===== src/sv/hnm_pkg.sv =====
// Shared types, constants and helper functions for the heightmap to normal map block.
// Used by every module of the block but hnm_ram; depends on nothing.
`default_nettype none
package hnm_pkg;

  localparam int SIDE_MAX_DEF = 256;
  localparam int SIDE_W       = 9;
  localparam int SCALE_W      = 16;
  localparam int PADDR_W      = 3;
  localparam logic [SIDE_W-1:0]  SIDE_RESET  = 9'd256;
  localparam logic [SCALE_W-1:0] SCALE_RESET = 16'd256;

  typedef enum logic {
    REG_IMAGE_SIDE   = 1'b0,
    REG_HEIGHT_SCALE = 1'b1
  } reg_idx_e;

  localparam logic ACT_PIXEL = 1'b0;
  localparam logic ACT_FLUSH = 1'b1;

  // unit step scaled by 256*255
  localparam logic [15:0] UNIT_STEP = 16'd65280;

  localparam int SX_W  = 28;   // scaled cross-product sums, signed
  localparam int SY_W  = 18;   // height-axis sum, unsigned
  localparam int MAG_W = 27;   // magnitude of a component
  localparam int Q_W   = 56;   // squared length
  localparam int L_W   = 28;   // length
  localparam int REM_W = 46;   // divider remainder
  localparam int QT_W  = 17;   // quotient bits
  localparam int FRAC  = 14;   // Q2.14
  localparam logic [QT_W-1:0] N_ONE = 17'd16384;
  localparam logic [7:0] NORM_ZERO  = 8'd127;

  typedef struct packed {
    logic [7:0] h0;
    logic [7:0] nb_right;
    logic [7:0] nb_below;
    logic [7:0] nb_left;
    logic [7:0] nb_above;
    logic [3:0] ok;        // right, below, left, above inside image
    logic       last;
  } rec_t;

  typedef enum logic [1:0] {
    F_IDLE,
    F_RD0,
    F_RD1,
    F_PUSH
  } front_state_e;

  typedef enum logic [2:0] {
    B_IDLE,
    B_SCALE,
    B_SQUARE,
    B_SQRT,
    B_DINIT,
    B_DIV,
    B_OUT
  } back_state_e;

  // height difference times pair count (0, 1 or 2)
  function automatic logic signed [11:0] weight(input logic signed [11:0] d,
                                                input logic [1:0] cnt);
    logic signed [11:0] r;
    case (cnt)
      2'd1:    r = d;
      2'd2:    r = d <<< 1;
      default: r = '0;
    endcase
    return r;
  endfunction

  // clamp quotient, apply sign, map (n+1)*127.5 truncated
  function automatic logic [7:0] map_out(input logic neg, input logic [QT_W-1:0] q);
    logic [QT_W-1:0] m;
    logic [15:0]     u;
    logic [23:0]     p;
    m = (q > N_ONE) ? N_ONE : q;
    u = neg ? 16'(N_ONE - m) : 16'(N_ONE + m);
    p = 24'(u) * 24'd255;
    return p[22:15];
  endfunction

endpackage
`default_nettype wire


===== src/sv/hnm_ram.sv =====
// Generic single write port, single read port RAM with registered read data.
// No dependencies.
`default_nettype none
module hnm_ram #(
  parameter int WIDTH = 8,
  parameter int DEPTH = 256
) (
  input  wire logic                     clk_i,
  input  wire logic                     we_i,
  input  wire logic [$clog2(DEPTH)-1:0] waddr_i,
  input  wire logic [WIDTH-1:0]         wdata_i,
  input  wire logic [$clog2(DEPTH)-1:0] raddr_i,
  output      logic [WIDTH-1:0]         rdata_o
);

  logic [WIDTH-1:0] mem_q [DEPTH];

  always_ff @(posedge clk_i) begin
    if (we_i) begin
      mem_q[waddr_i] <= wdata_i;
    end
    rdata_o <= mem_q[raddr_i];
  end

endmodule
`default_nettype wire


===== src/sv/hnm_front.sv =====
// Front end: accepts pixels and flush requests, tracks position, reads the line
// buffers and builds a neighbour record. Depends on hnm_pkg and hnm_ram.
`default_nettype none
module hnm_front #(
  parameter int SIDE_MAX = hnm_pkg::SIDE_MAX_DEF
) (
  input  wire logic                          clk_i,
  input  wire logic                          rst_ni,
  input  wire logic                          clr_i,
  input  wire logic [$clog2(SIDE_MAX+1)-1:0] side_i,
  input  wire logic                          in_valid_i,
  output      logic                          in_ready_o,
  input  wire logic                          action_i,
  input  wire logic [7:0]                    height_i,
  output      logic                          push_o,
  output      hnm_pkg::rec_t                 rec_o,
  input  wire logic                          push_ready_i
);

  localparam int CW = $clog2(SIDE_MAX);
  localparam int SW = $clog2(SIDE_MAX+1);

  hnm_pkg::front_state_e state_q, state_d;

  logic [CW-1:0] col_q;
  logic [SW-1:0] row_q;
  logic [7:0]    hin_q, h0_q, above_q, right_q, left_q;
  logic          flush_q;

  logic [SW:0]   col_nx;
  logic          not_end, flushing, take, advance, row0;
  logic [CW-1:0] cur_raddr;
  logic          cur_we;
  logic [7:0]    cur_rdata, above_rdata;

  assign col_nx   = (SW+1)'(col_q) + 1'b1;
  assign not_end  = col_nx < {1'b0, side_i};
  assign flushing = row_q >= side_i;
  assign row0     = row_q == '0;
  assign take     = in_valid_i && in_ready_o &&
                    ((action_i == hnm_pkg::ACT_FLUSH) == flushing);
  assign advance  = (state_q == hnm_pkg::F_PUSH) && (row0 || push_ready_i);

  always_comb begin
    state_d = state_q;
    case (state_q)
      hnm_pkg::F_IDLE: if (take) state_d = hnm_pkg::F_RD0;
      hnm_pkg::F_RD0:  state_d = hnm_pkg::F_RD1;
      hnm_pkg::F_RD1:  state_d = hnm_pkg::F_PUSH;
      hnm_pkg::F_PUSH: if (advance) state_d = hnm_pkg::F_IDLE;
      default:         state_d = hnm_pkg::F_IDLE;
    endcase
  end

  always_comb begin
    in_ready_o = state_q == hnm_pkg::F_IDLE;
    cur_raddr  = (state_q == hnm_pkg::F_RD0) ? CW'(col_nx) : col_q;
    push_o     = advance && !row0;
    cur_we     = advance && !flush_q;
  end

  always_comb begin
    rec_o.h0       = h0_q;
    rec_o.nb_right = right_q;
    rec_o.nb_below = hin_q;
    rec_o.nb_left  = left_q;
    rec_o.nb_above = above_q;
    rec_o.ok       = {row_q > SW'(1), col_q != '0, !flush_q, not_end};
    rec_o.last     = flush_q && !not_end;
  end

  hnm_ram #(.WIDTH(8), .DEPTH(SIDE_MAX)) u_cur_ram (
    .clk_i   (clk_i),
    .we_i    (cur_we),
    .waddr_i (col_q),
    .wdata_i (hin_q),
    .raddr_i (cur_raddr),
    .rdata_o (cur_rdata)
  );

  hnm_ram #(.WIDTH(8), .DEPTH(SIDE_MAX)) u_above_ram (
    .clk_i   (clk_i),
    .we_i    (push_o),
    .waddr_i (col_q),
    .wdata_i (h0_q),
    .raddr_i (col_q),
    .rdata_o (above_rdata)
  );

  always_ff @(posedge clk_i or negedge rst_ni) begin
    if (!rst_ni) begin
      state_q <= hnm_pkg::F_IDLE;
      col_q   <= '0;
      row_q   <= '0;
    end else begin
      state_q <= state_d;
      if (clr_i) begin
        col_q <= '0;
        row_q <= '0;
      end else if (advance) begin
        if (not_end) begin
          col_q <= CW'(col_nx);
        end else begin
          col_q <= '0;
          row_q <= flush_q ? '0 : row_q + 1'b1;
        end
      end
    end
  end

  always_ff @(posedge clk_i) begin
    if (take) begin
      hin_q   <= height_i;
      flush_q <= flushing;
    end
    if (state_q == hnm_pkg::F_RD0) begin
      h0_q    <= cur_rdata;
      above_q <= above_rdata;
    end
    if (state_q == hnm_pkg::F_RD1) begin
      right_q <= cur_rdata;
    end
    // left neighbour in the row above is the previous pixel's center
    if (push_o) begin
      left_q <= h0_q;
    end
  end

endmodule
`default_nettype wire


===== config.mk =====
export PLATFORM = sky130hd
export DESIGN_NAME = hnm_front
export DESIGN_NICKNAME = d
export VERILOG_FILES = /design/src/sv/hnm_pkg.sv /design/src/sv/hnm_ram.sv /design/src/sv/hnm_front.sv
export SDC_FILE = /design/constraint.sdc
export NUM_CORES = 2
export LEC_CHECK = 0
export BUFFER_PORTS_ARGS = -buffer_cell sky130_fd_sc_hd__buf_4
export CAP_MARGIN = 10
export CORE_UTILIZATION = 55
export DETAILED_ROUTE_END_ITERATION = 8
export MAX_ROUTING_LAYER = met4
export PLACE_DENSITY = 0.71
export SETUP_SLACK_MARGIN = 0.1
export SLEW_MARGIN = 25
export SYNTH_ARGS = -nofsm -noshare
export SYNTH_HDL_FRONTEND = slang
export SYNTH_SLANG_ARGS = --single-unit

===== constraint.sdc =====
create_clock -name clk_i -period 7.95 [get_ports clk_i]
set_input_delay 0.795 -clock clk_i [delete_from_list [all_inputs] [get_ports clk_i]]
set_output_delay 0.795 -clock clk_i [all_outputs]
set_load 0.02 [all_outputs]

==> impl_metrics.tcl <==
set metrics [dict create \
    fin_skew_ns 0.0644 \
    wl_per_cell_um 32.9 \
    synth-async-reset-ratio_pct 0.455 \
    start_kind "flop" \
    core_um2 291000 \
    first_iter_violations 10500 \
    ctsResizeCount 0 \
    required_ns 7.15 \
    grt_pass1_vias 78000 \
    synth.distinct_cells 60 \
    critPathCaptureType "output port" \
    cts_sinks 4172 \
    grt_start_max_net_pins 218 \
    criticalPathCategory "flop to output port" \
    nNetsFinal 7711 \
    tightest_slew_ns 1.19 \
    max_freq_mhz 166 \
    cts_hold_buf 3 \
    clockRootBuffer "clkbuf_16" \
    timing.slew.headroom_pct 20.4 \
    drt-vias-per-instance 6.59 \
    drive_gt1_share_pct 25.0 \
    cp.arrival_ns 5.23 \
    dp.cells 11100 \
    synthesis.area_um2 161000 \
    rows 198 \
    r2r_end "u_cur_ram.rdata_o[4]" \
    synth_edf_count 4137 \
    crit_start "col_q[0]" \
    vdd_ir_drop_max_v 0.000451 \
    final_max_slew_viol_count 0 \
    ys_seq_area_share_pct 77.6 \
    io_buffers 69 \
    first_pass_iters 6 \
    grt_setup_unrepaired "false" \
    power.density_nw_per_um2 309 \
    overflow 0 \
    syn_avg_cell_area_um2 21.6 \
    post_cts_buffers 0 \
    outcome "finished, final reports clean" \
    ant_nets 0 \
    drv_cap 0 \
    area_growth_pct 11.6 \
    place_congestion 0.857 \
    fin_cells 11900 \
    cts_max_level 5 \
    drc 0 \
    multi_input_area_um2 34300 \
    clock_latency_ns 0.94 \
    final_util_pct 61.8 \
    synth_top_area_cell "edfxtp_1" \
    synth-seq-cells 4172 \
    grt_pass1_wl_mm 563 \
    cts_buffers 406 \
    synthCells 7475 \
    r2r_start "col_q[0]" \
    min_period_ns 6.03 \
    synth_flop_cell "edfxtp_1" \
    cts_tree "yes" \
    cts_buffer_depth 4 \
    wl_mm 392 \
    clk_pin_slew_ns 0.07 \
    hold_depth 1 \
    antenna_found_initial 12 \
    hold_path_class "input port to flop" \
    track_usage_pct 27.5 \
    fillers 19200 \
    final_hold_viol_count 0 \
    synth_warnings 0 \
    synth_area_leaders "edfxtp_1 (77%), mux4_2 (15%), nor2_1 (1.3%), nand2_1 (0.91%), clkbuf_1 (0.56%)" \
    io_pins 70 \
    ff2ff_setup_slack_ns 2.40 \
    dieHeight_um 543 \
    die_w_um 543 \
    vias 78400 \
    hold_path_startpoint "height_i[4]" \
    synth_nets 7526 \
    min_period_over_period_pct 75.8 \
    hpwl_mm 224 \
    netlist.area_leader.share_pct 77.1 \
    register_area_um2 125000 \
    setup_tns_ns 0 \
    dieArea_um2 295000 \
    setup_viol 0 \
    initial_core_util_pct 55.4 \
    p_leak_nw 54.6 \
    crit_path_max_fanout 38 \
    min_to "hin_q[4]" \
    reg2regPathDepth 9 \
]
-- cells by family (layout without fill, tap and decap cells) --
family	count (synthesis)	in the layout	share of synthesized area [%]
other	0	12	0
XOR/XNOR	10	10	0.0544
buffers and inverters	473	984	1.30
flip-flops	4172	4172	77.6
multiplexers	1195	1195	16.0
adder cells (fa/ha/maj)	28	28	0.217
AND/OR/NAND/NOR	1218	1218	3.20
AO/OA/AOI/OAI	379	379	1.60
-- synthesized netlist by cell type, types with 28 or more instances --
cell type,number
edfxtp_1,4137
mux4_2,1109
nor2_1,551
nand2_1,392
clkbuf_1,241
buf_2,152
a22oi_1,113
nand3_1,96
mux2i_1,83
a21oi_1,63
nand4_1,55
nor4_1,42
o21ai_0,38
buf_1,33
a32oi_1,29
a31oi_1,28
ha_1,28
-- layer usage --
metal / GRT usage [%] / share of wire [%] / up-vias
met5: - / 0 / -
met1: 37.2 / 38 / 41600
met2: 42.8 / 49 / 4481
met3: 4.44 / 9.1 / 793
li1: - / - / 31500
met4: 9.90 / 4.2 / 0
-- where the power goes --
| group | total (W) | switching, W | internal (W) |
|---|---|---|---|
| Sequential | 0.0257 | 0.000243 | 0.0255 |
| Combinational | 0.0107 | 0.00598 | 0.00468 |
| Clock | 0.0192 | 0.00809 | 0.0111 |
-- worst max path at each step --
stage                                      end  cells after the start
final                                 rec_o[0]                     12
after detailed placement  u_cur_ram.rdata_o[4]                     12
after floorplan                       rec_o[0]                     16
after global placement    u_cur_ram.rdata_o[7]                      9
after global routing                  rec_o[0]                     12
after CTS                             rec_o[0]                     12
-- cell type report --
cell class                      count  area share [%]
Sequential cell                  4172            69.6
Inverter                           20          0.0418
Clock inverter                    233            1.37
Multi-Input combinational cell   2830            19.1
Antenna cell                       12          0.0167
Clock buffer                      501            6.01
Timing Repair Buffer              230            1.20
Tap cell                         3900            2.71
-- placed cells by master, fill, tap and decap left out, drive strengths merged, types with 22 or more instances in the layout --
cell and count:
ha 28, buf 227, mux4 1109, nand2 392
a32oi 29, a21oi 63, nor2 552, inv 32
edfxtp 4137, clkinv 158, o21ai 40, mux2i 83
o211ai 22, o22ai 26, nand3 96, a22oi 113
clkbuf 501, a21o 25, nand4 55, a31oi 28
nor4 42, bufinv 46
-- sequential cells by signal, indices dropped and copies added, names as in the netlist --
name,cells
u_above_ram.mem_q,2048
u_cur_ram.mem_q,2048
row_q,9
above_q,8
col_q,8
h0_q,8
hin_q,8
left_q,8
right_q,8
u_above_ram.rdata_o,8
u_cur_ram.rdata_o,8
state_q,2
flush_q,1
-- worst max-delay path, stage by stage, from the launching register on --
cell and delay [ns]:
dfrtp_4 0.95, ha_1 0.69, and3_1 0.43, nand2_1 0.14, xnor2_1 0.16, ha_1 0.29
o21ai_0 0.09, nand2b_1 0.08, a21oi_1 0.08, a21oi_1 0.77, inv_1 0.28, nor2_1 0.16
buf_4 0.15
-- stage by stage --
step	worst slack (ns)	total power (W)	instance area (um^2)	hold WS, ns
floorplan	3.57	0.0340	161000	0.386
finish	1.92	0.0556	180000	0.0573
detailed placement	2.47	0.0369	166000	0.400
CTS	1.96	0.0559	180000	0.000735
global route	1.65	0.0572	180000	0.0205
global placement	2.39	0.0368	166000	0.390
(Power assumes the default switching activity.)
