`config.mk`:
```
export PLATFORM = sky130hd
export DESIGN_NAME = hnm_back
export DESIGN_NICKNAME = d
export VERILOG_FILES = /design/src/sv/hnm_pkg.sv /design/src/sv/hnm_back.sv
export SDC_FILE = /design/constraint.sdc
export NUM_CORES = 2
export LEC_CHECK = 0
export ABC_AREA = 1
export BUFFER_PORTS_ARGS = -buffer_cell sky130_fd_sc_hd__buf_4
export CORE_UTILIZATION = 40
export DETAILED_ROUTE_END_ITERATION = 10
export PLACE_DENSITY = 0.59
export SLEW_MARGIN = 40
export SYNTH_ARGS = -nofsm -noshare
export SYNTH_HDL_FRONTEND = slang
export SYNTH_SLANG_ARGS = --single-unit
export TNS_END_PERCENT = 1
```
`constraint.sdc`:
```
create_clock -name clk_i -period 16.3 [get_ports clk_i]
set_input_delay 2.445 -clock clk_i [delete_from_list [all_inputs] [get_ports clk_i]]
set_output_delay 2.445 -clock clk_i [all_outputs]
set_load 0.1 [all_outputs]
```
`src/sv/hnm_pkg.sv`:
```
// Shared types, constants and helper functions for the heightmap to normal map block.
// Used by every module of the block but hnm_ram; depends on nothing.
`default_nettype none
package hnm_pkg;

  localparam int SIDE_MAX_DEF = 256;
  localparam int SIDE_W       = 9;
  localparam int SCALE_W      = 16;
  localparam int PADDR_W      = 3;
  localparam logic [SIDE_W-1:0]  SIDE_RESET  = 9'd256;
  localparam logic [SCALE_W-1:0] SCALE_RESET = 16'd256;

  typedef enum logic {
    REG_IMAGE_SIDE   = 1'b0,
    REG_HEIGHT_SCALE = 1'b1
  } reg_idx_e;

  localparam logic ACT_PIXEL = 1'b0;
  localparam logic ACT_FLUSH = 1'b1;

  // unit step scaled by 256*255
  localparam logic [15:0] UNIT_STEP = 16'd65280;

  localparam int SX_W  = 28;   // scaled cross-product sums, signed
  localparam int SY_W  = 18;   // height-axis sum, unsigned
  localparam int MAG_W = 27;   // magnitude of a component
  localparam int Q_W   = 56;   // squared length
  localparam int L_W   = 28;   // length
  localparam int REM_W = 46;   // divider remainder
  localparam int QT_W  = 17;   // quotient bits
  localparam int FRAC  = 14;   // Q2.14
  localparam logic [QT_W-1:0] N_ONE = 17'd16384;
  localparam logic [7:0] NORM_ZERO  = 8'd127;

  typedef struct packed {
    logic [7:0] h0;
    logic [7:0] nb_right;
    logic [7:0] nb_below;
    logic [7:0] nb_left;
    logic [7:0] nb_above;
    logic [3:0] ok;        // right, below, left, above inside image
    logic       last;
  } rec_t;

  typedef enum logic [1:0] {
    F_IDLE,
    F_RD0,
    F_RD1,
    F_PUSH
  } front_state_e;

  typedef enum logic [2:0] {
    B_IDLE,
    B_SCALE,
    B_SQUARE,
    B_SQRT,
    B_DINIT,
    B_DIV,
    B_OUT
  } back_state_e;

  // height difference times pair count (0, 1 or 2)
  function automatic logic signed [11:0] weight(input logic signed [11:0] d,
                                                input logic [1:0] cnt);
    logic signed [11:0] r;
    case (cnt)
      2'd1:    r = d;
      2'd2:    r = d <<< 1;
      default: r = '0;
    endcase
    return r;
  endfunction

  // clamp quotient, apply sign, map (n+1)*127.5 truncated
  function automatic logic [7:0] map_out(input logic neg, input logic [QT_W-1:0] q);
    logic [QT_W-1:0] m;
    logic [15:0]     u;
    logic [23:0]     p;
    m = (q > N_ONE) ? N_ONE : q;
    u = neg ? 16'(N_ONE - m) : 16'(N_ONE + m);
    p = 24'(u) * 24'd255;
    return p[22:15];
  endfunction

endpackage
`default_nettype wire

```
`src/sv/hnm_back.sv`:
```
// Back end: cross-product sums, squared length, bit-pair square root, three
// restoring divider lanes and output register. Depends on hnm_pkg.
`default_nettype none
module hnm_back (
  input  wire logic                          clk_i,
  input  wire logic                          rst_ni,
  input  wire logic [hnm_pkg::SCALE_W-1:0]   scale_i,
  input  wire logic                          q_valid_i,
  input  wire hnm_pkg::rec_t                 rec_i,
  output      logic                          pop_o,
  output      logic                          out_valid_o,
  input  wire logic                          out_ready_i,
  output      logic [31:0]                   out_data_o,
  output      logic                          out_last_o
);

  localparam int SX_W  = hnm_pkg::SX_W;
  localparam int SY_W  = hnm_pkg::SY_W;
  localparam int MAG_W = hnm_pkg::MAG_W;
  localparam int Q_W   = hnm_pkg::Q_W;
  localparam int L_W   = hnm_pkg::L_W;
  localparam int REM_W = hnm_pkg::REM_W;
  localparam int QT_W  = hnm_pkg::QT_W;

  hnm_pkg::back_state_e state_q, state_d;

  logic signed [11:0] d0, d1, d2, d3, dx_d, dz_d;
  logic               p0, p1, p2, p3;
  logic [2:0]         np_d;

  logic signed [11:0]   dx_q, dz_q;
  logic [2:0]           np_q;
  logic [7:0]           h0_q;
  logic                 last_q;
  logic signed [SX_W-1:0] sx_q, sz_q;
  logic [SY_W-1:0]      sy_q;
  logic [4:0]           cnt_q;
  logic [Q_W-1:0]       prod_q, acc_q, v_q, res_q, bit_q, trial;
  logic [L_W-1:0]       len_q;
  logic [REM_W-1:0]     dv_q;
  logic [REM_W-1:0]     rem_q [3];
  logic [QT_W-1:0]      quo_q [3];
  logic [MAG_W-1:0]     mag [3];
  logic [MAG_W-1:0]     op;
  logic                 load;

  logic        out_valid_q;
  logic [31:0] out_data_q;
  logic        out_last_q;

  // pair terms: sx = -y0*(p0+p3) + y2*(p1+p2), sz = -y1*(p0+p1) + y3*(p2+p3)
  always_comb begin
    d0 = $signed({4'b0, rec_i.nb_right}) - $signed({4'b0, rec_i.h0});
    d1 = $signed({4'b0, rec_i.nb_below}) - $signed({4'b0, rec_i.h0});
    d2 = $signed({4'b0, rec_i.nb_left})  - $signed({4'b0, rec_i.h0});
    d3 = $signed({4'b0, rec_i.nb_above}) - $signed({4'b0, rec_i.h0});
    p0 = rec_i.ok[0] && rec_i.ok[1];
    p1 = rec_i.ok[1] && rec_i.ok[2];
    p2 = rec_i.ok[2] && rec_i.ok[3];
    p3 = rec_i.ok[3] && rec_i.ok[0];
    dx_d = hnm_pkg::weight(d2, 2'(p1) + 2'(p2)) - hnm_pkg::weight(d0, 2'(p0) + 2'(p3));
    dz_d = hnm_pkg::weight(d3, 2'(p2) + 2'(p3)) - hnm_pkg::weight(d1, 2'(p0) + 2'(p1));
    np_d = 3'(p0) + 3'(p1) + 3'(p2) + 3'(p3);
  end

  always_comb begin
    mag[0] = sx_q[SX_W-1] ? MAG_W'(-sx_q) : MAG_W'(sx_q);
    mag[1] = MAG_W'(sy_q);
    mag[2] = sz_q[SX_W-1] ? MAG_W'(-sz_q) : MAG_W'(sz_q);
    case (cnt_q)
      5'd0:    op = mag[0];
      5'd1:    op = mag[2];
      default: op = mag[1];
    endcase
    trial = res_q + bit_q;
  end

  always_comb begin
    state_d = state_q;
    case (state_q)
      hnm_pkg::B_IDLE:   if (q_valid_i) state_d = hnm_pkg::B_SCALE;
      hnm_pkg::B_SCALE:  state_d = hnm_pkg::B_SQUARE;
      hnm_pkg::B_SQUARE: if (cnt_q == 5'd3) state_d = hnm_pkg::B_SQRT;
      hnm_pkg::B_SQRT:   if (bit_q[0]) state_d = hnm_pkg::B_DINIT;
      hnm_pkg::B_DINIT:  state_d = hnm_pkg::B_DIV;
      hnm_pkg::B_DIV:    if (cnt_q == 5'(QT_W-1)) state_d = hnm_pkg::B_OUT;
      hnm_pkg::B_OUT:    if (load) state_d = hnm_pkg::B_IDLE;
      default:           state_d = hnm_pkg::B_IDLE;
    endcase
  end

  always_comb begin
    pop_o = (state_q == hnm_pkg::B_IDLE) && q_valid_i;
    load  = (state_q == hnm_pkg::B_OUT) && (!out_valid_q || out_ready_i);
  end

  assign out_valid_o = out_valid_q;
  assign out_data_o  = out_data_q;
  assign out_last_o  = out_last_q;

  always_ff @(posedge clk_i or negedge rst_ni) begin
    if (!rst_ni) begin
      state_q     <= hnm_pkg::B_IDLE;
      out_valid_q <= 1'b0;
    end else begin
      state_q <= state_d;
      if (load) begin
        out_valid_q <= 1'b1;
      end else if (out_ready_i) begin
        out_valid_q <= 1'b0;
      end
    end
  end

  always_ff @(posedge clk_i) begin
    case (state_q)
      hnm_pkg::B_IDLE: begin
        dx_q   <= dx_d;
        dz_q   <= dz_d;
        np_q   <= np_d;
        h0_q   <= rec_i.h0;
        last_q <= rec_i.last;
      end
      hnm_pkg::B_SCALE: begin
        sx_q  <= SX_W'(dx_q) * SX_W'($signed({1'b0, scale_i}));
        sz_q  <= SX_W'(dz_q) * SX_W'($signed({1'b0, scale_i}));
        sy_q  <= SY_W'(np_q) * SY_W'(hnm_pkg::UNIT_STEP);
        cnt_q <= '0;
      end
      hnm_pkg::B_SQUARE: begin
        prod_q <= Q_W'(op) * Q_W'(op);
        acc_q  <= (cnt_q == 5'd0) ? '0 : acc_q + prod_q;
        cnt_q  <= cnt_q + 1'b1;
        if (cnt_q == 5'd3) begin
          v_q   <= acc_q + prod_q;
          res_q <= '0;
          bit_q <= Q_W'(1) << (Q_W - 2);
        end
      end
      hnm_pkg::B_SQRT: begin
        if (v_q >= trial) begin
          v_q   <= v_q - trial;
          res_q <= (res_q >> 1) + bit_q;
        end else begin
          res_q <= res_q >> 1;
        end
        bit_q <= bit_q >> 2;
      end
      hnm_pkg::B_DINIT: begin
        len_q <= L_W'(res_q);
        dv_q  <= REM_W'(res_q) << (QT_W - 1);
        cnt_q <= '0;
        for (int i = 0; i < 3; i++) begin
          rem_q[i] <= REM_W'(mag[i]) << hnm_pkg::FRAC;
          quo_q[i] <= '0;
        end
      end
      hnm_pkg::B_DIV: begin
        for (int i = 0; i < 3; i++) begin
          if (rem_q[i] >= dv_q) begin
            rem_q[i] <= rem_q[i] - dv_q;
            quo_q[i] <= {quo_q[i][QT_W-2:0], 1'b1};
          end else begin
            quo_q[i] <= {quo_q[i][QT_W-2:0], 1'b0};
          end
        end
        dv_q  <= dv_q >> 1;
        cnt_q <= cnt_q + 1'b1;
      end
      hnm_pkg::B_OUT: begin
        if (load) begin
          if (len_q == '0) begin
            out_data_q <= {h0_q, hnm_pkg::NORM_ZERO, hnm_pkg::NORM_ZERO, hnm_pkg::NORM_ZERO};
          end else begin
            out_data_q <= {h0_q,
                           hnm_pkg::map_out(sz_q[SX_W-1], quo_q[2]),
                           hnm_pkg::map_out(1'b0, quo_q[1]),
                           hnm_pkg::map_out(sx_q[SX_W-1], quo_q[0])};
          end
          out_last_q <= last_q;
        end
      end
      default: ;
    endcase
  end

endmodule
`default_nettype wire
```
==> impl_results.md <==
- Final wirelength: 312000 um
- CP Buf/Inv Count: 9
- Clock buffer depth: 3
- FF+latch count, synth: 654
- Die W: 498 um
- HP Class: flip-flop to flip-flop
- Via density: 5.12
- Critical path arrival: 9410 ps
- Placer Congestion: 0.988
- Seq/Total Area, Yosys: 19.9%
- Mapped cell area: 98300 sq um
- Final Slew Violations: 0
- DRT Pass-1 Iters: 8
- Synth warn: 0
- Largest net degree at the start of global routing: 73
- H-tree depth: 3
- Clk sinks: 654
- Fmax: 112 MHz
- Hold Violations, Final: 0
- Core area: 244000 sq um
- Skew final: 88.5 ps
- Syn Inst Count: 13300
- Avg Inst Size Synth: 7.40 sq um
- Initial Utilization: 40.3%
- Vias in the first global route: 84900
- Initial DRC count: 6198
- Clk slew on worst S/H paths: 70 ps
- Die Ht: 498 um
- Setup violators final: 0
- Hold-fix buffers at CTS: 0
- Wirelength per Cell: 18.9 um
- Slowest Stage Delay on Critical Path: 630 ps
- Post-route ant nets: 0
- Port bufs: 99
- CP top delay family: adder cells
- DR vias: 84700
- Crit path required time: 16770 ps
- CTS tree: yes
- Post-CTS resize count: 0
- Clk Latency, worst-skew pair: 770 ps
- Post-synth EDFFs: 649
- Final Cycle Share: 54.9%
- Setup crit start kind: flip-flop
- Post-CTS Setup Inserts: 0
- Dominant synthesized flop cell: edfxtp_1
- Maxcap violations: 0
- Row Count: 181
- I/O Pins: 100
- Crit path kind: flip-flop to flip-flop
- Crit end category: flip-flop
- Gr usage total: 25.2%
- Status: completed
- Minimum clock period: 8940 ps
- Nets: 15200
- Remaining Overflow, GRT: 0
- Initial antenna violation count: 9
- Fraction of layout cells with a size suffix above 1: 2.83%
- Slew HR: 42.4%
- Synth cell types: 62
- CTS Buf Count: 84
- Async S/R FF share, synth: 0.612%
- Final core occ: 43.2%
- Sum Neg Setup Slack: 0 ps
- Placed wire-length estimate: 256000 um
- First-pass GRT wire length: 488000 um
- RSZ-0062 raised after global routing: no
- Worst slew pin tran: 861 ps
- Slowest stage cell, crit path: nor2_4
- Crit-path max FO: 29
- DR DRC count: 0
- Die area: 248000 sq um
- Root buffer cell: clkbuf_16
- Area grow syn2layout: 7.17%
[layout make-up]
type	instances	area [sq um]
fill	25300	139000
multi-input combinational	9423	66600
sequential	654	19600
inverter	2948	11100
tap	3202	4010
clock buffer	96	2170
timing repair buffer	153	1230
clock inverter	60	677
antenna	6	15.0
[worst paths after layout]
kind                           from        endpoint  slack, ps  cells past startpoint
min reg2reg                 h0_q[0]  out_data_o[24]        410                      0
max                        cnt_q[0]      prod_q[44]       7360                     32
min in group asynchronous    rst_ni      state_q[1]       1460                      1
min                         h0_q[0]  out_data_o[24]        410                      0
max in group asynchronous    rst_ni     out_valid_o      14740                      1
max reg2reg                cnt_q[0]      prod_q[44]       7360                     32
[per-stage QoR]
step	hold WS [ps]	area, sq um	setup slack [ps]	cells
3_5_place_dp	405	102000	7450	16400
4_1_cts	412	105000	7400	16500
3_3_place_gp	401	102000	7340	16400
6_report	406	105000	7360	16500
2_1_floorplan	400	98300	9070	13300
5_1_grt	427	105000	6840	16500
[synth_stat cells, drive strengths merged (12+ instances only)]
| library cell | count | area [sq um] |
|---|---|---|
| clkbuf | 152 | 571 |
| o211ai | 18 | 135 |
| o21ai | 500 | 2510 |
| nand2 | 3367 | 12700 |
| nand3 | 559 | 2830 |
| a21oi | 645 | 3250 |
| xor2 | 269 | 2360 |
| fa | 1055 | 21100 |
| nand4 | 259 | 1640 |
| buf | 108 | 596 |
| o21a | 19 | 143 |
| or2 | 22 | 138 |
| nor4 | 24 | 171 |
| o21bai | 97 | 728 |
| a21boi | 33 | 248 |
| and2 | 12 | 75.1 |
| nor3 | 102 | 515 |
| o22ai | 22 | 138 |
| inv | 2945 | 11100 |
| ha | 849 | 10600 |
| edfxtp | 649 | 19500 |
| a31oi | 26 | 163 |
| nand3b | 37 | 278 |
| nor2 | 1269 | 4810 |
| xnor2 | 140 | 1230 |
| a21o | 46 | 345 |
[cell families (layout without fill, tap and decap cells)]
family	Yosys count	in the layout	synth area share, %
buffers and inverters	3208	3257	12.4
other	2	10	0.00764
and+or+nand+nor	5667	5667	23.6
DFF	654	654	19.9
xor gates and xnor gates	409	409	3.64
adders and majority gates	1904	1904	32.3
AOI/OAI and AO/OA	1439	1439	8.07
[flip-flops by register name, indices dropped and copies added (netlist names), 32 cells and up]
| name | flops |
|---|---|
| res_q | 56 |
| acc_q | 56 |
| v_q | 56 |
| prod_q | 53 |
| quo_q | 51 |
| out_data_o | 32 |
| rem_q | 138 |
| dv_q | 46 |
[layer usage]
metal	up-vias	part of all wire, %	track usage [%]	routed length, um
met5	-	0.021	0	64
met4	10	3.1	7.57	9590
met3	457	5.5	2.68	17100
met1	40600	46	34.9	143000
met2	2298	46	41.4	142000
li1	41300	-	-	-
[cells in the final DEF, fill, tap and decap left out, types with 10 or more instances in the layout]
master / count
a21boi_0: 33
a21o_1: 46
a21oi_1: 642
a31oi_1: 26
and2_1: 12
buf_4: 142
clkbuf_1: 11
clkbuf_16: 85
clkinv_1: 15
clkinv_2: 10
edfxtp_1: 649
fa_1: 1055
ha_1: 849
inv_1: 2927
inv_2: 15
nand2_1: 3349
nand2_2: 15
nand3_1: 553
nand3b_1: 37
nand4_1: 258
nor2_1: 1249
nor2_2: 11
nor3_1: 101
nor4_1: 22
o211ai_1: 18
o21a_1: 19
o21ai_0: 483
o21ai_1: 16
o21bai_1: 97
o22ai_1: 22
or2_2: 20
xnor2_1: 140
xor2_1: 269
Power is left out: the tool's default activity adds up to more than one toggle a clock period on the data nets, which glitch-free logic cannot reach.
