### config.mk
export PLATFORM = sky130hd
export DESIGN_NAME = hnm_fifo
export DESIGN_NICKNAME = d
export VERILOG_FILES = /design/src/sv/hnm_pkg.sv /design/src/sv/hnm_fifo.sv
export SDC_FILE = /design/constraint.sdc
export NUM_CORES = 1
export LEC_CHECK = 0
export ABC_AREA = 1
export ABC_CLOCK_PERIOD_IN_PS = 6300
export BUFFER_PORTS_ARGS = -buffer_cell sky130_fd_sc_hd__buf_2
export CORE_MARGIN = 2
export CORE_UTILIZATION = 45
export DETAILED_ROUTE_END_ITERATION = 6
export HOLD_SLACK_MARGIN = 0.05
export PLACE_DENSITY = 0.7
export SLEW_MARGIN = 15
export SYNTH_ARGS = -nofsm -noshare
export SYNTH_HDL_FRONTEND = slang
export SYNTH_SLANG_ARGS = --single-unit
### constraint.sdc
create_clock -name clk_i -period 6.3 [get_ports clk_i]
set_input_delay 0.63 -clock clk_i [delete_from_list [all_inputs] [get_ports clk_i]]
set_output_delay 0.63 -clock clk_i [all_outputs]
set_load 0.005 [all_outputs]
### src/sv/hnm_pkg.sv
// Shared types, constants and helper functions for the heightmap to normal map block.
// Used by every module of the block but hnm_ram; depends on nothing.
`default_nettype none
package hnm_pkg;

  localparam int SIDE_MAX_DEF = 256;
  localparam int SIDE_W       = 9;
  localparam int SCALE_W      = 16;
  localparam int PADDR_W      = 3;
  localparam logic [SIDE_W-1:0]  SIDE_RESET  = 9'd256;
  localparam logic [SCALE_W-1:0] SCALE_RESET = 16'd256;

  typedef enum logic {
    REG_IMAGE_SIDE   = 1'b0,
    REG_HEIGHT_SCALE = 1'b1
  } reg_idx_e;

  localparam logic ACT_PIXEL = 1'b0;
  localparam logic ACT_FLUSH = 1'b1;

  // unit step scaled by 256*255
  localparam logic [15:0] UNIT_STEP = 16'd65280;

  localparam int SX_W  = 28;   // scaled cross-product sums, signed
  localparam int SY_W  = 18;   // height-axis sum, unsigned
  localparam int MAG_W = 27;   // magnitude of a component
  localparam int Q_W   = 56;   // squared length
  localparam int L_W   = 28;   // length
  localparam int REM_W = 46;   // divider remainder
  localparam int QT_W  = 17;   // quotient bits
  localparam int FRAC  = 14;   // Q2.14
  localparam logic [QT_W-1:0] N_ONE = 17'd16384;
  localparam logic [7:0] NORM_ZERO  = 8'd127;

  typedef struct packed {
    logic [7:0] h0;
    logic [7:0] nb_right;
    logic [7:0] nb_below;
    logic [7:0] nb_left;
    logic [7:0] nb_above;
    logic [3:0] ok;        // right, below, left, above inside image
    logic       last;
  } rec_t;

  typedef enum logic [1:0] {
    F_IDLE,
    F_RD0,
    F_RD1,
    F_PUSH
  } front_state_e;

  typedef enum logic [2:0] {
    B_IDLE,
    B_SCALE,
    B_SQUARE,
    B_SQRT,
    B_DINIT,
    B_DIV,
    B_OUT
  } back_state_e;

  // height difference times pair count (0, 1 or 2)
  function automatic logic signed [11:0] weight(input logic signed [11:0] d,
                                                input logic [1:0] cnt);
    logic signed [11:0] r;
    case (cnt)
      2'd1:    r = d;
      2'd2:    r = d <<< 1;
      default: r = '0;
    endcase
    return r;
  endfunction

  // clamp quotient, apply sign, map (n+1)*127.5 truncated
  function automatic logic [7:0] map_out(input logic neg, input logic [QT_W-1:0] q);
    logic [QT_W-1:0] m;
    logic [15:0]     u;
    logic [23:0]     p;
    m = (q > N_ONE) ? N_ONE : q;
    u = neg ? 16'(N_ONE - m) : 16'(N_ONE + m);
    p = 24'(u) * 24'd255;
    return p[22:15];
  endfunction

endpackage
`default_nettype wire

### src/sv/hnm_fifo.sv
// Two-entry queue of neighbour records between front and back end.
// Depends on hnm_pkg.
`default_nettype none
module hnm_fifo (
  input  wire logic          clk_i,
  input  wire logic          rst_ni,
  input  wire logic          push_i,
  input  wire hnm_pkg::rec_t rec_i,
  output      logic          ready_o,
  output      logic          valid_o,
  output      hnm_pkg::rec_t rec_o,
  input  wire logic          pop_i
);

  hnm_pkg::rec_t mem_q [2];
  logic          wptr_q, rptr_q;
  logic [1:0]    cnt_q;

  assign ready_o = cnt_q != 2'd2;
  assign valid_o = cnt_q != 2'd0;
  assign rec_o   = mem_q[rptr_q];

  always_ff @(posedge clk_i or negedge rst_ni) begin
    if (!rst_ni) begin
      wptr_q <= 1'b0;
      rptr_q <= 1'b0;
      cnt_q  <= 2'd0;
    end else begin
      if (push_i) wptr_q <= !wptr_q;
      if (pop_i)  rptr_q <= !rptr_q;
      cnt_q <= cnt_q + 2'(push_i) - 2'(pop_i);
    end
  end

  always_ff @(posedge clk_i) begin
    if (push_i) begin
      mem_q[wptr_q] <= rec_i;
    end
  end

endmodule
`default_nettype wire

==> run metrics, run 1 <==
PortBufs=95; min cycle time layout=between 2 and 3 ns; Worst Tran Pin Value=approximately 1 ns; Synth Instances=260; Worst EP arrival=~2.1 ns; number of diodes=0; R2R Path End=mem_q[0][3]$_DFFE_PP_; hpwl dp=approximately 3.8 mm; Synth Net Count=311; area added between synthesis and finish=20.7%; Post-CTS Setup Bufs=0; clk slew on worst S/H paths=around 0.08 ns; first-pass GRT wire length=roughly 9 mm; core area=7730 µm²; path depth of the worst reg2reg path=2; fmax=approximately 370 MHz; max-cap violations=0; Adder-Cell Fraction of Synth Area=less than 1%; gr ovfl total=0; Syn Area/Cell=between 10 and 15 µm²; routed vias/inst=about 4.5; setup TNS=0 ns; RSZ-0062 raised after global routing=false; main combinational cell family by area after synthesis=buffers and inverters; CP required=5.67 ns; clock buffer count from CTS=9; slew margin rel.=around a third; Critical Path Start=rptr_q$_DFFE_PN0P_; multiplexer area fraction after synthesis=0%; Worst Hold Class=in -> async; final hold viol count=0; DRT Wirelength=around 5.7 mm; Leakage=between 0.0015 and 0.002 µW; most frequent cells in the layout=buf_2 (95), edfxtp_1 (90), nand2_1 (53); clk_skew=roughly 0.0054 ns; latest clock arrival within the worst-skew pair=0.34 ns; Critical Path Start Type=flip-flop; area of the mapped netlist=between 3000 and 4000 µm²; commonest non-fill, non-tap cell in the layout=buf_2; routability cong.=around 0.68; Seq cells post-synth=94; routed vias=2096; Die X-Extent=a little over 90 µm; Nets=about 410; Critical Path Fanout Max=50; cell row count=32; XOR/XNOR Fraction of Synth Area=less than 1%; # IOs=between 90 and 100; Synth cell types=10; WS Path Type=reg -> out; starting density of the core=between 40% and 50%; fin util=a little under three fifths; die height=~93 µm; DRT Pass-1 Iters=4; maximum VDD drop=roughly 0.22 mV; Post-Synth Simple-Gate Area=under 10%; Final Cycle Share=43.2%; Die ar.=approximately 8700 µm²; cts repair resizes=0; largest net degree at the start of global routing=a little over 50; pwr dens=419 nW/µm²; DRC=0; outcome=finished, final reports clean; Tot Pwr=1810 µW; Routed Antenna Nets=0; Setup-failing EPs final=0; htree depth=3; initial antenna violation count=0; mean routed wirelength per cell=roughly 12 µm; All-Layer GR Usage=~14%; Slew Limit Fails=0; register area share after synthesis=just under 80%; YS warnings=0; Clock Sinks=94; CTS tree=built; Clock Path Buffers=2; share of cells above drive strength 1=31.2%; clock root buffer master=clkbuf_8; Iter 0 DRT Violations=89; number of global-route vias before repair=between 2000 and 2500; FF-to-FF Start=wptr_q$_DFFE_PN0P_; r2r setup slk=around 4.5 ns; Synth Area in Compound Gates=6.28%; Crit. End Element=output pin; CTS Hold Bufs=0
==> state kept, by name (all words and copies together), names as in the netlist <==
| name | flops |
|---|---|
| mem_q | 90 |
| cnt_q | 2 |
| rptr_q | 1 |
| wptr_q | 1 |
==> metal layers <==
metal | share of wire (%) | track usage (%) | vias to the layer above
li1 | - | - | 1060
met1 | 41 | 15.1 | 965
met2 | 51 | 24.8 | 62
met3 | 5.8 | 4.11 | 9
met4 | 1.8 | 7.60 | 0
met5 | 0 | 0 | -
==> report_power, final <==
part	internal, µW	total (µW)	leakage, µW	switching, µW
logic	194	469	0.000874	275
registers	831	899	0.000891	68.0
clock network	260	445	0.000114	186
==> worst max path at each step <==
stage                                  to  slack, ns  depth (start not counted)
floorplan           mem_q[0][0]$_DFFE_PP_       3.29                          2
global placement                rec_o[33]       3.98                          4
detailed placement              rec_o[33]       3.94                          4
CTS                             rec_o[33]       3.54                          4
global route                    rec_o[28]       3.38                          4
finish                          rec_o[43]       3.58                          4
==> kinds of logic after synthesis <==
kind of cell / count (synthesis)
xor+xnor: 2
compound gates: 45
flops: 94
buf+inv: 62
simple gates: 55
fa+ha+maj: 2
==> cell type report <==
type | count | area, µm²
clock inverters | 5 | 98.8
clock buffers | 10 | 128
repair buffers | 97 | 490
fillers | 660 | 3400
multi-input cells | 104 | 483
well taps | 102 | 128
inverters | 52 | 195
flip-flops and latches | 94 | 2800
==> critical path: stages, from the launching register on <==
cell and delay [ns]:
dfrtp_2 0.81, buf_4 0.52, nand2_1 0.09, o21ai_1 0.13, buf_2 0.15
==> stage by stage <==
stage / hold slack, ns / instances / setup slack [ns] / cell area [µm²]
after detailed placement: 0.452 / 449 / 3.94 / 4100
after global routing: 0.0569 / 464 / 3.38 / 4330
after CTS: 0.0579 / 464 / 3.54 / 4330
final: 0.0765 / 464 / 3.58 / 4330
after floorplan: 0.334 / 260 / 3.29 / 3590
after global placement: 0.444 / 449 / 3.98 / 4100
==> cell usage after synthesis, drive strengths merged <==
library cell   n  area share (%)
o21ai         45             6.3
inv           52             5.4
nor2           1            0.10
nand2         53             5.5
ha             2            0.70
edfxtp        90              75
buf           10             3.1
dfrtp          4             2.8
xor2           2            0.49
nand3          1            0.14
Power figures use the tool's default switching activity.
==> run 2, diff against run 1 <==
- ABC_CLOCK_PERIOD_IN_PS: 6300 -> 2800
- clock period: 6.3 -> 2.8 ns (I/O delays scaled with it)
==> run 2 against run 1 <==
Critical path type unchanged. Final area grew 0.75%. Highest routed layer unchanged. Clock power is 110% higher. Sequential power rose by 120%. First-iteration DRC count increased by 3.4%. Wire length shrank 1.8%. Via count down 0.14%. Die area stayed put. Count of clock-buffer cells in the layout fell by 1. Clock skew rose by 0.00080 ns. Non-clock buffer count grew 3. Hold slack improved by 0.040 ns. Largest power group unchanged.
==> run metrics, run 2 (synthesis gave the netlist of run 1 again) <==
htree depth=3 (unchanged); Die X-Extent=93.3 µm (unchanged); number of diodes=0 (unchanged); Critical Path Fanout Max=50 (unchanged); slew margin rel.=59.4% (+26 points); RSZ-0062 raised after global routing=false; hold slack=0.117 ns (+0.0404 ns); cell row count=32 (unchanged); largest registers=mem_q: 90 flops, cnt_q: 2 flops; fin util=56.4% (+0.42 points); share of cells above drive strength 1=32.2% (+1.0 points); Routed Antenna Nets=0 (unchanged); clk_skew=0.00615 ns (+0.000795 ns); CP required=2.52 ns (-3.15 ns); DRT Pass-1 Iters=4 (unchanged); max-cap violations=0 (unchanged); clock buffer count from CTS=9 (unchanged); clk slew on worst S/H paths=0.09 ns (about the same); commonest non-fill, non-tap cell in the layout=buf_2; All-Layer GR Usage=14.0% (-0.052 points); setup TNS=0 ns (unchanged); pwr dens=931 nW/µm² (+120%); Worst Tran Pin Value=0.608 ns (-0.392 ns); Die ar.=8700 µm² (unchanged); Worst Hold Class=in -> reg; DRT Wirelength=5.64 mm (-1.8%); initial antenna violation count=0 (unchanged); mean routed wirelength per cell=12.1 µm (-2.6%); maximum VDD drop=0.517 mV (+130%); most flop-heavy register=mem_q; first-pass GRT wire length=9.10 mm (+0.54%); die height=93.3 µm (unchanged); Clock Path Buffers=2 (unchanged); Nets=412 (+0.73%); max reg flops=90 (unchanged); # IOs=96 (unchanged); area added between synthesis and finish=21.6%; routed vias=2093 (-0.14%); cts repair resizes=0 (unchanged); gr ovfl total=0 (unchanged); Iter 0 DRT Violations=92 (+3.4%); routability cong.=0.702 (+2.5%); DRC=0 (unchanged); Tot Pwr=4060 µW (+120%); Slew Limit Fails=0 (unchanged); min cycle time layout=1.75 ns; core area=7730 µm² (unchanged); CTS tree=built; largest net degree at the start of global routing=51 (unchanged); PortBufs=95 (unchanged); routed vias/inst=4.47 (-1.0%); Crit. End Element=output pin; fmax=~570 MHz; number of global-route vias before repair=2012 (-3.5%); Final Cycle Share=between 60% and 70%; starting density of the core=46.4% (unchanged); latest clock arrival within the worst-skew pair=0.34 ns (about the same); Critical Path Start Type=flip-flop; most frequent cells in the layout=buf_2 (95), edfxtp_1 (90), nand2_1 (53); final hold viol count=0 (unchanged); Setup-failing EPs final=0 (unchanged); Clock Sinks=94 (unchanged); Worst EP arrival=1.47 ns (-0.62 ns); outcome=finished, final reports clean; hpwl dp=3.76 mm (-0.50%); Leakage=0.00189 µW (+0.52%); WS Path Type=reg -> out; clock root buffer master=clkbuf_8; Post-CTS Setup Bufs=0 (unchanged)
[run 2: changes by cell type in the layout (fill, tap and decap cells not counted), sizes merged]
| cell | before | now |
|---|---|---|
| inv | 52 | 53 |
| buf | 97 | 99 |
| clkinvlp | 0 | 2 |
| dlygate4sd3 | 0 | 1 |
| bufinv | 3 | 2 |
| clkbuf | 10 | 9 |
[run 2: area by class of cell]
cell class	instances	area, µm²
clock buffers	9	124
flip-flops and latches	94	2800
inverters	52	195
clock inverters	7	97.6
fillers	631	3370
repair buffers	100	528
multi-input cells	104	483
well taps	102	128
[run 2: layer usage]
| layer | GRT usage [%] | vias to the layer above | wire, µm |
|---|---|---|---|
| met2 | 23.2 | 57 | 2840 |
| met3 | 4.75 | 4 | 319 |
| li1 | - | 1065 | - |
| met5 | 0 | - | 0 |
| met1 | 17.0 | 967 | 2440 |
| met4 | 5.15 | 0 | 46 |
[run 2: critical path, cell delays in order, from the launching register on]
cell and delay (ns):
dfrtp_2 0.36, buf_4 0.39, nand2_1 0.10, o21ai_1 0.13
buf_2 0.15
[run 2: final timing paths]
kind / from / endpoint / slack [ns] / cells past startpoint
worst max-delay path: rptr_q$_DFFE_PN0P_ / rec_o[43] / 1.05 / 4
worst min register to register: wptr_q$_DFFE_PN0P_ / wptr_q$_DFFE_PN0P_ / 0.55 / 1
worst max register to register: wptr_q$_DFFE_PN0P_ / mem_q[0][10]$_DFFE_PP_ / 1.27 / 2
min in group asynchronous: rst_ni / cnt_q[0]$_DFF_PN0_ / 0.27 / 2
worst min-delay path: rec_i[32] / mem_q[1][32]$_DFFE_PP_ / 0.12 / 1
max in group asynchronous: rst_ni / rptr_q$_DFFE_PN0P_ / 2.40 / 2
[run 2: what timing repair did]
item | 4_1_cts | 5_1_grt
hold buffers | 1 | 0
hold endpoints to repair | 4 | 0
endpoints found under the setup margin | 0 | 0
[run 2: through the flow]
stage               cells  instance area [µm²]  setup slack [ns]
floorplan             260                 3590            0.0495
global placement      451                 4130              1.23
detailed placement    451                 4130              1.22
CTS                   468                 4360              1.00
global route          468                 4360             0.868
finish                468                 4360              1.05
[run 2: power by group]
part           switching, µW  internal, µW
registers               71.6          1870
clock network            451           506
logic                    699           462
==> run 3, diff against run 2 <==
- ABC_CLOCK_PERIOD_IN_PS: 2800 -> 1500
- PLACE_DENSITY: 0.7 -> 0.73
- clock period: 2.8 -> 1.5 ns (I/O delays scaled with it)
==> run 3 against run 2 <==
Wire length up 17%. Die area unchanged. Clock power increased by 71%. Final area is 12% higher. Via count rose by 13%. Register-to-register slack worse by 0.98 ns. Power grew 90%. Critical path type unchanged. Highest routed layer unchanged. Critical endpoint is now rec_o[1]. Non-clock buffer count is 49 higher.
==> run metrics, run 3 (synthesis gave the netlist of run 1 again) <==
DRT Pass-1 Iters=4 (unchanged); initial antenna violation count=0 (unchanged); area added between synthesis and finish=35.8%; # IOs=96 (unchanged); final hold viol count=0 (unchanged); outcome=finished, final reports clean; htree depth=3 (unchanged); clock root buffer master=clkbuf_8; Worst Hold Class=in -> async; maximum VDD drop=1.05 mV (+100%); Critical Path Fanout Max=45 (-10%); CP required=1.35 ns (-1.17 ns); Worst EP arrival=1.33 ns (-0.14 ns); clock buffer count from CTS=9 (unchanged); Die ar.=8700 µm² (unchanged); fillcell total=586 (-7.1%); Worst Tran Pin Value=0.270 ns (-0.338 ns); Final Cycle Share=between 90 and 100%; mean routed wirelength per cell=12.8 µm (+6.3%); die height=93.3 µm (unchanged); slew margin rel.=82.0% (+23 points); setup TNS=0 ns (unchanged); Crit. End Element=output pin; commonest non-fill, non-tap cell in the layout=buf_2; share of cells above drive strength 1=29.2% (-3.1 points); routed vias/inst=4.56 (+2.0%); Slew Limit Fails=0 (unchanged); WS Path Type=reg -> out; min cycle time layout=between 1 and 1.5 ns; Routed Antenna Nets=0 (unchanged); pwr dens=1580 nW/µm² (+70%); routability cong.=0.711 (+1.4%); Critical Path Start Type=flip-flop; clk slew on worst S/H paths=0.09 ns (about the same); routed vias=2358 (+13%); hpwl dp=4.02 mm (+6.8%); Leakage=0.00209 µW (+11%); number of diodes=0 (unchanged); gr ovfl total=0 (unchanged); slowest CP cell=dfrtp_2; fin util=63.0% (+6.6 points); max reg flops=90 (unchanged); Die X-Extent=93.3 µm (unchanged); Worst path max stage delay=0.41 ns (+0.02 ns); critical-path cell list=buf_12, nand2_1, o21ai_1, buf_2; Iter 0 DRT Violations=108 (+17%); fmax=~670 MHz; RSZ-0062 raised after global routing=true; All-Layer GR Usage=15.7% (+1.7 points); latest clock arrival within the worst-skew pair=0.36 ns (+0.02 ns); most frequent cells in the layout=buf_2 (95), edfxtp_1 (90), nand2_1 (52); largest registers=mem_q: 90 flops, cnt_q: 2 flops; Clock Sinks=94 (unchanged); first-pass GRT wire length=10.1 mm (+11%); DRC=0 (unchanged); cell row count=32 (unchanged); number of global-route vias before repair=2262 (+12%); DRT Wirelength=6.63 mm (+17%); Nets=461 (+12%); most flop-heavy register=mem_q; core area=7730 µm² (unchanged); max-cap violations=0 (unchanged); PortBufs=95 (unchanged); Setup-failing EPs final=0 (unchanged); clk_skew=0.0118 ns (+0.00567 ns); largest net degree at the start of global routing=47 (-7.8%); starting density of the core=46.4% (unchanged); CTS tree=built; Clock Path Buffers=2 (unchanged)
## run 3: cell type report
class | instances | area, µm² | area share (%)
Clock buffer | 10 | 128 | 2.62
Clock inverter | 6 | 70.1 | 1.44
Inverter | 52 | 199 | 4.09
Multi-Input combinational cell | 104 | 489 | 10.0
Sequential cell | 94 | 2800 | 57.6
Tap cell | 102 | 128 | 2.62
Timing Repair Buffer | 149 | 1050 | 21.6
## run 3: final timing paths
check,from,end,slack [ns],cells past startpoint
worst max-delay path,rptr_q$_DFFE_PN0P_,rec_o[1],0.02,4
worst min-delay path,rst_ni,wptr_q$_DFFE_PN0P_,0.12,2
worst max register to register,wptr_q$_DFFE_PN0P_,mem_q[0][26]$_DFFE_PP_,0.29,2
worst min register to register,wptr_q$_DFFE_PN0P_,wptr_q$_DFFE_PN0P_,0.58,1
max in group asynchronous,rst_ni,rptr_q$_DFFE_PN0P_,1.24,2
min in group clk_i,rec_i[3],mem_q[1][3]$_DFFE_PP_,0.51,2
## run 3: metrics by stage
stage	hold WS (ns)	setup WS (ns)	instance area, µm²	power [µW]	cells
5_1_grt	0.125	-0.0399	4870	8200	517
6_report	0.118	0.0163	4870	7710	517
2_1_floorplan	-0.146	-0.0173	3600	5140	260
3_5_place_dp	-0.0379	0.316	4190	6060	453
3_3_place_gp	-0.0386	0.335	4190	5980	453
4_1_cts	0.0949	-0.00853	4860	7790	517
## run 3: metal layers
metal  vias to the layer above  global-route usage (%)  wire length, µm
li1                       1162                       -                -
met1                      1094                    17.2             2590
met2                        84                    27.2             3440
met3                        18                    4.27              401
met4                         0                    8.95              189
met5                         -                       0                0
## run 3: what timing repair did
action,in CTS,in global routing
hold buffers,48,0
resized for setup,0,1
endpoints found under the hold margin,96,0
setup endpoints to repair,2,25
setup buffers,0,0
gates cloned,0,0
## run 3: where the power goes
part           internal (µW)  switching, µW
clock network            779            852
logic                   1060           1370
registers               3480            158
## run 3: worst max-delay path: cells and delay by family (launching register included)
kind | cells | cell delay [ns]
flip-flops | 1 | 0.41
buffers and inverters | 2 | 0.36
AO/OA/AOI/OAI | 1 | 0.11
AND/OR/NAND/NOR | 1 | 0.09
